`config.mk`:
```
export PLATFORM = sky130hd
export DESIGN_NAME = voice_slot_allocator_unit
export DESIGN_NICKNAME = d
export VERILOG_FILES = /design/src/design/vsa_pkg.sv /design/src/design/vsa_front.sv /design/src/design/vsa_back.sv /design/src/design/voice_slot_allocator_unit.sv
export SDC_FILE = /design/constraint.sdc
export NUM_CORES = 2
export LEC_CHECK = 0
export BUFFER_PORTS_ARGS = -buffer_cell sky130_fd_sc_hd__buf_2
export CORE_UTILIZATION = 40
export CTS_CLUSTER_SIZE = 30
export DETAILED_ROUTE_END_ITERATION = 7
export PLACE_DENSITY = 0.57
export SYNTH_ARGS = -nofsm -noshare
export SYNTH_HDL_FRONTEND = slang
export SYNTH_SLANG_ARGS = --single-unit
```
`constraint.sdc`:
```
create_clock -name clk_i -period 8.5 [get_ports clk_i]
set_input_delay 0.425 -clock clk_i [delete_from_list [all_inputs] [get_ports clk_i]]
set_output_delay 0.425 -clock clk_i [all_outputs]
set_load 0.03 [all_outputs]
```
`src/design/vsa_pkg.sv`:
```
// Shared types and constants for the voice slot allocator.
`default_nettype none

package vsa_pkg;

  // Port field widths
  localparam int KIND_W = 3;
  localparam int SLOT_W = 7;
  localparam int ID_W   = 16;
  localparam int PRIO_W = 3;

  // Command queue between front and back
  localparam int QDEPTH = 2;
  localparam int QPTR_W = 1;
  localparam int QCNT_W = 2;

  // Input kind codes
  localparam logic [KIND_W-1:0] KIND_ALLOC     = 3'd0;
  localparam logic [KIND_W-1:0] KIND_SET_PRIO  = 3'd1;
  localparam logic [KIND_W-1:0] KIND_FREE_SLOT = 3'd2;
  localparam logic [KIND_W-1:0] KIND_FREE_ID   = 3'd3;
  localparam logic [KIND_W-1:0] KIND_REPLACE   = 3'd4;

  typedef enum logic [2:0] {
    OP_NOP,
    OP_ALLOC,
    OP_SET_PRIO,
    OP_FREE_SLOT,
    OP_FREE_ID,
    OP_REPLACE
  } vsa_op_e;

  typedef enum logic [2:0] {
    ST_CLEAR,
    ST_IDLE,
    ST_SCAN,
    ST_DRAIN,
    ST_RDSLOT,
    ST_EXEC
  } vsa_state_e;

  typedef struct packed {
    vsa_op_e           op;
    logic [SLOT_W-1:0] slot;
    logic [ID_W-1:0]   voice_id;
    logic [ID_W-1:0]   new_voice_id;
    logic [PRIO_W-1:0] priority_req;
  } vsa_cmd_t;

  typedef struct packed {
    logic [SLOT_W-1:0] result_slot;
    logic              found;
    logic              stolen;
    logic [ID_W-1:0]   evicted_id;
  } vsa_res_t;

endpackage

`default_nettype wire

```
`src/design/vsa_front.sv`:
```
// Front end: accepts items, decodes them into commands and queues them.
`default_nettype none

module vsa_front import vsa_pkg::*; #(
  parameter int NUM_VOICES = 128
) (
  input  wire logic              clk_i,
  input  wire logic              rst_ni,
  input  wire logic              in_valid_i,
  output logic                   in_ready_o,
  input  wire logic [KIND_W-1:0] kind_i,
  input  wire logic [SLOT_W-1:0] slot_i,
  input  wire logic [ID_W-1:0]   voice_id_i,
  input  wire logic [ID_W-1:0]   new_voice_id_i,
  input  wire logic [PRIO_W-1:0] priority_req_i,
  output logic                   cmd_valid_o,
  output vsa_cmd_t               cmd_o,
  input  wire logic              cmd_ready_i
);

  vsa_op_e           op;
  logic              slot_ok;
  vsa_cmd_t          cmd_in;
  vsa_cmd_t          q_mem_q [QDEPTH];
  logic [QPTR_W-1:0] wr_ptr_q, wr_ptr_d;
  logic [QPTR_W-1:0] rd_ptr_q, rd_ptr_d;
  logic [QCNT_W-1:0] cnt_q, cnt_d;
  logic              push, pop;

  // slot ops on an index past the table fall through as no-ops
  assign slot_ok = (32'(slot_i) < 32'(NUM_VOICES));

  always_comb begin
    op = OP_NOP;
    case (kind_i)
      KIND_ALLOC:     op = OP_ALLOC;
      KIND_SET_PRIO:  op = slot_ok ? OP_SET_PRIO : OP_NOP;
      KIND_FREE_SLOT: op = slot_ok ? OP_FREE_SLOT : OP_NOP;
      KIND_FREE_ID:   op = OP_FREE_ID;
      KIND_REPLACE:   op = OP_REPLACE;
      default:        op = OP_NOP;
    endcase
  end

  always_comb begin
    cmd_in.op           = op;
    cmd_in.slot         = slot_i;
    cmd_in.voice_id     = voice_id_i;
    cmd_in.new_voice_id = new_voice_id_i;
    cmd_in.priority_req = priority_req_i;
  end

  assign in_ready_o  = (cnt_q != QCNT_W'(QDEPTH));
  assign cmd_valid_o = (cnt_q != '0);
  assign cmd_o       = q_mem_q[rd_ptr_q];
  assign push        = in_valid_i && in_ready_o;
  assign pop         = cmd_valid_o && cmd_ready_i;

  always_comb begin
    wr_ptr_d = push ? wr_ptr_q + 1'b1 : wr_ptr_q;
    rd_ptr_d = pop ? rd_ptr_q + 1'b1 : rd_ptr_q;
    cnt_d    = cnt_q;
    case ({push, pop})
      2'b10:   cnt_d = cnt_q + 1'b1;
      2'b01:   cnt_d = cnt_q - 1'b1;
      default: cnt_d = cnt_q;
    endcase
  end

  always_ff @(posedge clk_i or negedge rst_ni) begin
    if (!rst_ni) begin
      wr_ptr_q <= '0;
      rd_ptr_q <= '0;
      cnt_q    <= '0;
    end else begin
      wr_ptr_q <= wr_ptr_d;
      rd_ptr_q <= rd_ptr_d;
      cnt_q    <= cnt_d;
    end
  end

  always_ff @(posedge clk_i) begin
    if (push) begin
      q_mem_q[wr_ptr_q] <= cmd_in;
    end
  end

endmodule

`default_nettype wire

```
`src/design/vsa_back.sv`:
```
// Back end: slot table memory, scan sequencer and result register.
`default_nettype none

module vsa_back import vsa_pkg::*; #(
  parameter int NUM_VOICES = 128,
  parameter int ID_BITS    = 16,
  parameter int PRIO_BITS  = 3
) (
  input  wire logic     clk_i,
  input  wire logic     rst_ni,
  input  wire logic     cmd_valid_i,
  input  wire vsa_cmd_t cmd_i,
  output logic          cmd_ready_o,
  output logic          out_valid_o,
  input  wire logic     out_ready_i,
  output vsa_res_t      res_o
);

  localparam int IDX_W = (NUM_VOICES > 1) ? $clog2(NUM_VOICES) : 1;
  localparam int ENT_W = 1 + PRIO_BITS + ID_BITS;
  localparam logic [IDX_W-1:0] LAST_IDX = IDX_W'(NUM_VOICES - 1);

  // table entry: {valid, priority, id}
  logic [ENT_W-1:0]     mem_q [NUM_VOICES];
  logic [ENT_W-1:0]     rd_data_q;
  logic [IDX_W-1:0]     rd_addr, wr_addr;
  logic [ENT_W-1:0]     wr_data;
  logic                 we;

  vsa_state_e           state_q, state_d;
  logic [IDX_W-1:0]     iss_q, iss_d;
  logic                 dv_q, dv_d;
  logic [IDX_W-1:0]     didx_q;
  vsa_cmd_t             cmd_q;
  logic                 start, load;

  logic                 emp_hit_q, match_hit_q;
  logic [IDX_W-1:0]     emp_idx_q, min_idx_q, match_idx_q;
  logic [PRIO_BITS-1:0] min_prio_q;
  logic [ID_BITS-1:0]   min_id_q;

  logic                 out_valid_q;
  vsa_res_t             res_q, res_d;

  logic                 ent_valid;
  logic [PRIO_BITS-1:0] ent_prio;
  logic [ID_BITS-1:0]   ent_id;
  logic [ID_BITS-1:0]   vid_m, nid_m;
  logic [PRIO_BITS-1:0] prio_m;
  logic                 prio_live;
  logic [IDX_W-1:0]     slot_idx, pick;

  assign ent_valid = rd_data_q[ENT_W-1];
  assign ent_prio  = rd_data_q[ID_BITS +: PRIO_BITS];
  assign ent_id    = rd_data_q[ID_BITS-1:0];

  assign vid_m     = ID_BITS'(cmd_q.voice_id);
  assign nid_m     = ID_BITS'(cmd_q.new_voice_id);
  assign prio_m    = PRIO_BITS'(cmd_q.priority_req);
  assign prio_live = (prio_m != '0);
  assign slot_idx  = IDX_W'(cmd_q.slot);
  assign pick      = emp_hit_q ? emp_idx_q : min_idx_q;

  assign start       = (state_q == ST_IDLE) && cmd_valid_i;
  assign cmd_ready_o = (state_q == ST_IDLE);
  assign out_valid_o = out_valid_q;
  assign res_o       = res_q;

  always_comb begin
    state_d = state_q;
    iss_d   = iss_q;
    dv_d    = 1'b0;
    rd_addr = slot_idx;
    we      = 1'b0;
    wr_addr = slot_idx;
    wr_data = '0;
    load    = 1'b0;
    res_d   = '0;
    case (state_q)
      ST_CLEAR: begin
        we      = 1'b1;
        wr_addr = iss_q;
        if (iss_q == LAST_IDX) begin
          iss_d   = '0;
          state_d = ST_IDLE;
        end else begin
          iss_d = iss_q + 1'b1;
        end
      end
      ST_IDLE: begin
        if (cmd_valid_i) begin
          case (cmd_i.op)
            OP_ALLOC, OP_FREE_ID, OP_REPLACE: state_d = ST_SCAN;
            OP_SET_PRIO, OP_FREE_SLOT:        state_d = ST_RDSLOT;
            default:                          state_d = ST_EXEC;
          endcase
        end
      end
      ST_SCAN: begin
        rd_addr = iss_q;
        dv_d    = 1'b1;
        if (iss_q == LAST_IDX) begin
          iss_d   = '0;
          state_d = ST_DRAIN;
        end else begin
          iss_d = iss_q + 1'b1;
        end
      end
      ST_DRAIN:  state_d = ST_EXEC;
      ST_RDSLOT: state_d = ST_EXEC;
      ST_EXEC: begin
        if (!out_valid_q || out_ready_i) begin
          load    = 1'b1;
          state_d = ST_IDLE;
          case (cmd_q.op)
            OP_ALLOC: begin
              we                = 1'b1;
              wr_addr           = pick;
              wr_data           = {prio_live, prio_m, nid_m};
              res_d.result_slot = SLOT_W'(pick);
              res_d.found       = 1'b1;
              res_d.stolen      = !emp_hit_q;
              res_d.evicted_id  = emp_hit_q ? '0 : ID_W'(min_id_q);
            end
            OP_SET_PRIO: begin
              if (ent_valid) begin
                we                = 1'b1;
                wr_data           = {prio_live, prio_m, ent_id};
                res_d.result_slot = cmd_q.slot;
                res_d.found       = 1'b1;
                res_d.evicted_id  = prio_live ? '0 : ID_W'(ent_id);
              end
            end
            OP_FREE_SLOT: begin
              if (ent_valid) begin
                we                = 1'b1;
                wr_data           = {1'b0, ent_prio, ent_id};
                res_d.result_slot = cmd_q.slot;
                res_d.found       = 1'b1;
                res_d.evicted_id  = ID_W'(ent_id);
              end
            end
            OP_FREE_ID: begin
              if (match_hit_q) begin
                we                = 1'b1;
                wr_addr           = match_idx_q;
                wr_data           = {1'b0, {PRIO_BITS{1'b0}}, vid_m};
                res_d.result_slot = SLOT_W'(match_idx_q);
                res_d.found       = 1'b1;
                res_d.evicted_id  = ID_W'(vid_m);
              end
            end
            OP_REPLACE: begin
              if (match_hit_q) begin
                we                = 1'b1;
                wr_addr           = match_idx_q;
                wr_data           = {prio_live, prio_m, nid_m};
                res_d.result_slot = SLOT_W'(match_idx_q);
                res_d.found       = 1'b1;
                res_d.evicted_id  = ID_W'(vid_m);
              end
            end
            default: begin
              we = 1'b0;
            end
          endcase
        end
      end
      default: state_d = ST_IDLE;
    endcase
  end

  // slot table, one write and one registered read per cycle
  always_ff @(posedge clk_i) begin
    if (we) begin
      mem_q[wr_addr] <= wr_data;
    end
    rd_data_q <= mem_q[rd_addr];
  end

  always_ff @(posedge clk_i or negedge rst_ni) begin
    if (!rst_ni) begin
      state_q     <= ST_CLEAR;
      iss_q       <= '0;
      dv_q        <= 1'b0;
      out_valid_q <= 1'b0;
    end else begin
      state_q <= state_d;
      iss_q   <= iss_d;
      dv_q    <= dv_d;
      if (load) begin
        out_valid_q <= 1'b1;
      end else if (out_ready_i) begin
        out_valid_q <= 1'b0;
      end
    end
  end

  // scan accumulators: first empty, lowest priority, first id match
  always_ff @(posedge clk_i) begin
    didx_q <= iss_q;
    if (start) begin
      cmd_q       <= cmd_i;
      emp_hit_q   <= 1'b0;
      match_hit_q <= 1'b0;
    end else if (dv_q) begin
      if (!ent_valid && !emp_hit_q) begin
        emp_hit_q <= 1'b1;
        emp_idx_q <= didx_q;
      end
      if (didx_q == '0 || ent_prio < min_prio_q) begin
        min_prio_q <= ent_prio;
        min_idx_q  <= didx_q;
        min_id_q   <= ent_id;
      end
      if (ent_valid && ent_id == vid_m && !match_hit_q) begin
        match_hit_q <= 1'b1;
        match_idx_q <= didx_q;
      end
    end
    if (load) begin
      res_q <= res_d;
    end
  end

`ifndef SYNTHESIS
  a_dv_in_scan: assert property (@(posedge clk_i) disable iff (!rst_ni)
    dv_q |-> (state_q == ST_SCAN || state_q == ST_DRAIN))
    else $error("scan data valid outside scan");

  a_steal_alloc: assert property (@(posedge clk_i) disable iff (!rst_ni)
    (load && res_d.stolen) |-> (cmd_q.op == OP_ALLOC && !emp_hit_q))
    else $error("steal reported for a non-allocate or with an empty slot");

  a_out_from_exec: assert property (@(posedge clk_i) disable iff (!rst_ni)
    $rose(out_valid_q) |-> $past(state_q == ST_EXEC))
    else $error("result raised outside execute");
`endif

endmodule

`default_nettype wire

```
`src/design/voice_slot_allocator_unit.sv`:
```
// Top level of the voice slot allocator.
`default_nettype none

// Voice slot allocator: a table of NUM_VOICES slots, each with a valid mark,
// a voice id and a priority. Items are allocate, set priority, free slot,
// free by id and replace id; each item gives exactly one result. The front
// end decodes an item and drops it into a two-entry command queue, so
// in_ready_o stays high while the back end is busy until two items wait in
// the queue. The back end runs one command at a time against a slot memory
// with one write port and one registered read port. Allocate, free by id and
// replace read every slot once, one slot per cycle, then pass a drain state
// before they execute; set priority and free slot read their one slot and
// then execute, and unknown kinds and slot indexes past the table go straight
// to execute. A result sits in an output register while the next command is
// worked on. After reset the back end sweeps the table empty, one slot per
// cycle, before it starts a command; items are still taken into the queue
// during that sweep.
module voice_slot_allocator_unit import vsa_pkg::*; #(
  parameter int NUM_VOICES = 128,
  parameter int ID_BITS    = 16,
  parameter int PRIO_BITS  = 3
) (
  input  wire logic              clk_i,
  input  wire logic              rst_ni,
  input  wire logic              in_valid_i,
  output logic                   in_ready_o,
  input  wire logic [KIND_W-1:0] kind_i,
  input  wire logic [SLOT_W-1:0] slot_i,
  input  wire logic [ID_W-1:0]   voice_id_i,
  input  wire logic [ID_W-1:0]   new_voice_id_i,
  input  wire logic [PRIO_W-1:0] priority_req_i,
  output logic                   out_valid_o,
  input  wire logic              out_ready_i,
  output logic [SLOT_W-1:0]      result_slot_o,
  output logic                   found_o,
  output logic                   stolen_o,
  output logic [ID_W-1:0]        evicted_id_o
);

  logic     cmd_valid;
  logic     cmd_ready;
  vsa_cmd_t cmd;
  vsa_res_t res;

  // decode and queue
  vsa_front #(
    .NUM_VOICES (NUM_VOICES)
  ) u_front (
    .clk_i          (clk_i),
    .rst_ni         (rst_ni),
    .in_valid_i     (in_valid_i),
    .in_ready_o     (in_ready_o),
    .kind_i         (kind_i),
    .slot_i         (slot_i),
    .voice_id_i     (voice_id_i),
    .new_voice_id_i (new_voice_id_i),
    .priority_req_i (priority_req_i),
    .cmd_valid_o    (cmd_valid),
    .cmd_o          (cmd),
    .cmd_ready_i    (cmd_ready)
  );

  // table scan and update
  vsa_back #(
    .NUM_VOICES (NUM_VOICES),
    .ID_BITS    (ID_BITS),
    .PRIO_BITS  (PRIO_BITS)
  ) u_back (
    .clk_i       (clk_i),
    .rst_ni      (rst_ni),
    .cmd_valid_i (cmd_valid),
    .cmd_i       (cmd),
    .cmd_ready_o (cmd_ready),
    .out_valid_o (out_valid_o),
    .out_ready_i (out_ready_i),
    .res_o       (res)
  );

  assign result_slot_o = res.result_slot;
  assign found_o       = res.found;
  assign stolen_o      = res.stolen;
  assign evicted_id_o  = res.evicted_id;

endmodule

`default_nettype wire

```
* Word-level counts from Yosys, hierarchy flattened
Memories as Yosys holds them, arrays and structs flattened. A register that Yosys moved wholly into a read port is not among the register bits.
Cells that the tools add are included.
** Word-level totals
- Word-level logic and storage cells :: 138
- Memories kept :: 2
- Bits in latches :: 0
- ROM bits :: 0
- Input port bits :: 49
- RAM bits :: 2650
- Output and inout bits :: 27
- Register bits :: 135
** Memory list
- u_back.mem_q :: depth 128, width 20, rd ports 1, clocked after memory_dff 1, write ports 1, line vsa_back.sv:24 : logic [ENT_W-1:0] mem_q [NUM_VOICES];
- u_front.q_mem_q :: depth 2, width 45, rd ports 1, clocked after memory_dff 0, write ports 1, line vsa_front.sv:24 : vsa_cmd_t q_mem_q [QDEPTH];
** Operators by class
- Muxes and demuxes :: 45
- Bitwise logic cells :: 1
- $lt $le $gt $ge :: 1
- Shifts and indexed selects :: 0
- Multipliers :: 0
- Equal/unequal tests :: 28
- Reduce and logical (&&, ||, !) cells :: 32
- Add/sub/neg operators :: 5
- Div/mod/pow operators :: 0
** Operators with widths (number)
- $pmux 20 s5 :: 1
- $mux 16 :: 6
- $mux 20 :: 4
- $pmux 16 s4 :: 1
- $mux 7 :: 5
- $pmux 3 s5 :: 2
- $pmux 7 s2 :: 2
- $eq 3x2->1 const B :: 8
- $pmux 8 s3 :: 1
- $eq 3x3->1 const B :: 7
- $mux 19 :: 1
- $eq 16x16->1 :: 1
- $mux 8 :: 2
- $eq 3x1->1 const B :: 4
- $mux 1 :: 12
- $mux 3 :: 4
- $reduce_and 3->1 :: 4
- $reduce_or 2->1 :: 5
- $ne 2x1->1 const B :: 4
- $add 7x1->7 const B :: 1
- $eq 7x7->1 const B :: 1
- $logic_not 7->1 :: 1
- $logic_not 3->1 :: 2
- $pmux 3 s2 :: 1
- 19 further kinds :: 32

* Logic depth before layout (Yosys ltp)
- Word-level depth :: 7
- Mapped depth :: 14
- Depth with buffers taken out :: 9

* Cells and area by module
From an unflattened synthesis, not the netlist that was laid out.
** Second synthesis, totals
- Cell total of the unflattened synthesis :: 7912
- Area total of the unflattened synthesis :: 110342.1 um^2
** By module, submodules not included
- vsa_back :: area each 106847.5 um^2, cells an instance 7748, seq. area each 81057.7 um^2, times used 1
- vsa_front :: area each 3494.6 um^2, cells an instance 164, seq. area each 2802.7 um^2, times used 1

* Worst setup path before layout
No wires, ideal clock.
- Kind :: flip-flop to flip-flop
- From :: register u_back.state_q[2]
- To :: memory u_back.mem_q[0][19] in the netlist's numbering, data pin
- Path slack :: 0.435 ns
- Arrival time :: 6.853 ns
- Required time :: 7.288 ns
- Library setup time :: 1.212 ns
- Stages on the path, launching flop included :: 8
- Path buffers :: 2
- Period minus slack after synthesis :: 8.065 ns
- Cells stage by stage :: dfrtp_1 -> buf_2 -> inv_1 -> nor3b_2 -> nand2_1 -> a211o_1 -> buf_2 -> nor3b_1
** On the way
- Cells in the longest elaborated chain, start to end :: 2
** Ends and longest elaborated chain
- start: declaration :: line vsa_back.sv:30 : vsa_state_e state_q, state_d;
- start signal: assignment :: line vsa_back.sv:188 : state_q <= state_d;
- $eq 3x3->1 :: line vsa_back.sv:79 : case (state_q)
- $mux 20 :: line vsa_back.sv:79
- named net u_back.wr_data[19] :: line vsa_back.sv:27 : logic [ENT_W-1:0] wr_data;
- end: declaration :: line vsa_back.sv:24
The timed path passes the listed nets, and every way through them passes these cells.

* Worst setup path in the final report
- From :: register u_back.state_q[0]
- To :: register u_back.rd_data_q[7] (read register of u_back.mem_q)
** On the way
- Cells in the longest elaborated chain, start to end :: 2
** Ends and longest elaborated chain
- $eq 3x2->1 :: line vsa_back.sv:79
- $mux 7 :: line vsa_back.sv:79
- end: declaration :: line vsa_back.sv:25 : logic [ENT_W-1:0] rd_data_q;
No other way between the ends.
A chain may end at the register's enable or synchronous reset.

==> results.ini <==
[pwr]
irDropWorstVdd_uv = 399
p_leak_nw = 41.5
p_per_area_nw_per_um2 = 350

[sta]
worst_pin_slew_ns = 1.50
drv_slew = 2
finalSetupViolCount = 0
fmax_mhz = 166
final.period_utilization_pct = 70.9
fin_crit_ns = 6.03
hold_violations = 0
fin_worst_skew_ns = 0.0724
hold_ws_ns = 0.217
tns_ns = 0
slew_headroom_pct = -0.918
grt_setup_unrepaired = no

[logic_synthesis]
yosysSeqAreaShare_pct = 76.1
synth_top_area_share_pct = 75.2
synth_cell_types = 76
synth.avg_cell_area_um2 = 14.3
synth_edf_count = 2760
ys_seq_elements = 2805
netlist_top_cells_area = edfxtp_1, nand2_1, nand3_1
async_flop_share_pct = 0.570
yosysTopAreaCell = edfxtp_1
ys_warn_count = 0
synth_cells = 7682
syn_nets = 7735
netlist_area_um2 = 110000
synthFlopType = edfxtp_1

[cts]
hold_buffers = 51
ctsHtreeMaxLevel = 5
clock-sinks = 2805
cts-root-buf = clkbuf_16
clk_latency_ns = 0.94
post_cts.repair.setup_buffers = 0
cts_resized = 0
path_clk_slew_ns = 0.06
clockBufferDepth = 4
cts_tree = yes
cts_buffers = 309

[place]
portBuffers = 75
place_hpwl_um = 205000
gp_congestion = 0.906
place_inst = 11100

[detailed_routing]
vias = 68800
avgRoutedWirePerCell_um = 29.6
drc = 0
routed_via_density = 5.89
routed_wl_um = 346000
dr.pass1.iters = 6
drtIter0Drc = 9988
ant_nets = 0

[worst_setup_path]
crit_arrival_ns = 6.77
worst-setup-path-type = register to register
worstSetupEndpoint = u_back.rd_data_q[7]
timing.rr.start = u_back.state_q[0]
crit_start = u_back.state_q[0]
crit_required_ns = 9.24
crit_path_end_kind = register
worstReg2RegEnd = u_back.rd_data_q[7]
critPathLaunchType = register
crit_path_max_fanout = 39
ff2ff_setup_slack_ns = 2.47
r2r_cells = 11

[floorplanning]
die_w_um = 527
pin_count = 76
rows = 192
die_y_um = 527
coreArea_um2 = 274000
start_util_pct = 40.3
dieArea_um2 = 277000

[final_layout]
fin_util_pct = 45.8
final_cells = 11700
seq_area_um2 = 83900
nFillCells = 23700
multi_input_area_um2 = 24900
syn2layout_area_growth_pct = 13.8
drive_above_1_share_pct = 12.6
layout_common_cells = edfxtp_1, nand2_1, nand3_1
layout.nets = 7934
layout_commonest_cell = edfxtp_1

[flow_run]
cap_viol_max_count = 1

[run_status]
status = finished, violations left
violations = max-capacitance violations, max-slew violations

[hold_path]
hold_path.class = input pin to register

[global_route]
grt-ovfl-total = 0
grt.total_usage_pct = 24.4
antenna_found_initial = 15
grt_pass1_vias = 64400
grt_max_degree = 134
grt_pass1_wl_um = 487000

==> cell usage after synthesis, types with 8 or more instances <==
| cell | number |
|---|---|
| buf_1 | 42 |
| nand4_1 | 50 |
| a211oi_1 | 28 |
| o21ai_0 | 26 |
| a311oi_1 | 12 |
| nand2_1 | 1816 |
| xnor2_1 | 17 |
| a22o_1 | 10 |
| mux2_2 | 57 |
| buf_2 | 219 |
| inv_1 | 15 |
| a21o_1 | 9 |
| nor3_1 | 25 |
| nor4_1 | 31 |
| mux2i_1 | 300 |
| o221ai_1 | 62 |
| buf_4 | 35 |
| and2_1 | 8 |
| a31oi_1 | 114 |
| dfxtp_1 | 29 |
| nand3_1 | 955 |
| a32oi_1 | 48 |
| and3_1 | 26 |
| o2111ai_1 | 20 |
| a222oi_1 | 32 |
| nor2_1 | 261 |
| nor2b_1 | 8 |
| dfrtp_1 | 16 |
| clkbuf_1 | 172 |
| o211ai_1 | 10 |
| or4_1 | 9 |
| edfxtp_1 | 2760 |
| mux4_2 | 53 |
| o22ai_1 | 31 |
| xor2_1 | 9 |
| a22oi_1 | 62 |
| a21oi_1 | 187 |
| nand2b_1 | 19 |
==> layout make-up <==
| class | instances | area share [%] |
|---|---|---|
| Sequential cell | 2805 | 66.9 |
| Multi-Input combinational cell | 4393 | 19.9 |
| Clock buffer | 400 | 6.57 |
| Tap cell | 3589 | 3.58 |
| Timing Repair Buffer | 357 | 2.30 |
| Clock inverter | 125 | 0.715 |
| Inverter | 15 | 0.0449 |
| Antenna cell | 5 | 0.00998 |
==> per-stage QoR <==
stage          instance area (um2)  power [W]  worst slack [ns]
2_1_floorplan               110000     0.0252             0.435
3_3_place_gp                116000     0.0313              2.28
3_5_place_dp                116000     0.0315              2.64
4_1_cts                     125000     0.0438              2.60
5_1_grt                     125000     0.0453              2.53
6_report                    125000     0.0439              2.47
==> critical path: stages, from the launching register on <==
cell     delay [ns]
dfrtp_1        0.64
or3b_2         0.57
buf_4          0.32
inv_1          0.49
mux2i_4        0.35
buf_4          0.55
nand2_1        0.67
nor2_1         0.65
a32o_1         0.23
nor4_2         0.10
nor4_1         0.96
nand4_1        0.22
==> cell families after synthesis <==
family                     count (synthesis)  synth area share [%]
DFF                                     2805                  76.1
and+or+nand+nor                         3238                  12.6
xor gates and xnor gates                  26                 0.207
buffers and inverters                    484                  2.02
adders and majority gates                  4                0.0454
AOI/OAI and AO/OA                        715                  4.59
muxes                                    410                  4.39
==> state kept, by name, indices dropped and copies added, names as in the netlist <==
signal	flops
u_back.min_prio_q	3
u_back.emp_idx_q	7
u_front.q_mem_q	90
u_back.nid_m	16
u_back.dv_q	1
u_front.wr_ptr_q	1
u_front.rd_ptr_q	1
u_back.out_valid_o	1
u_back.mem_q	2560
u_back.didx_q	7
u_back.min_id_q	16
u_back.match_hit_q	1
u_back.match_idx_q	7
u_back.cmd_q	3
u_back.res_o	25
u_back.prio_m	3
u_back.emp_hit_q	1
u_back.min_idx_q	7
u_back.vid_m	16
u_back.state_q	3
u_front.cnt_q	2
u_back.rd_data_q	20
u_back.iss_q	7
u_back.slot_idx	7
==> metal layers <==
layer	global-route usage [%]	share of wire [%]	wire length (um)	vias to the layer above
met5	0	0.012	40	-
met4	9.33	4.0	13700	6
met3	5.33	9.9	34400	591
met2	37.3	45	157000	3672
met1	34.0	41	141000	35200
li1	-	-	-	29300
==> power breakdown <==
part / total [W] / internal, W / switching [W]
Combinational: 0.0148 / 0.00390 / 0.0109
Sequential: 0.0167 / 0.0161 / 0.000607
Clock: 0.0124 / 0.00711 / 0.00531
Total: 0.0439 / 0.0271 / 0.0168
==> how the worst min path moves through the flow <==
stage | startpoint | end | slack, ns | cells after the start
6_report | voice_id_i[7] | u_front.q_mem_q[0][26] | 0.22 | 2
5_1_grt | voice_id_i[5] | u_front.q_mem_q[0][24] | 0.18 | 2
4_1_cts | voice_id_i[7] | u_front.q_mem_q[0][26] | 0.16 | 2
3_5_place_dp | rst_ni | u_front.wr_ptr_q | 0.41 | 1
3_3_place_gp | rst_ni | u_front.wr_ptr_q | 0.40 | 1
2_1_floorplan | rst_ni | u_back.dv_q | 0.13 | 0
Power figures use the tool's default switching activity.
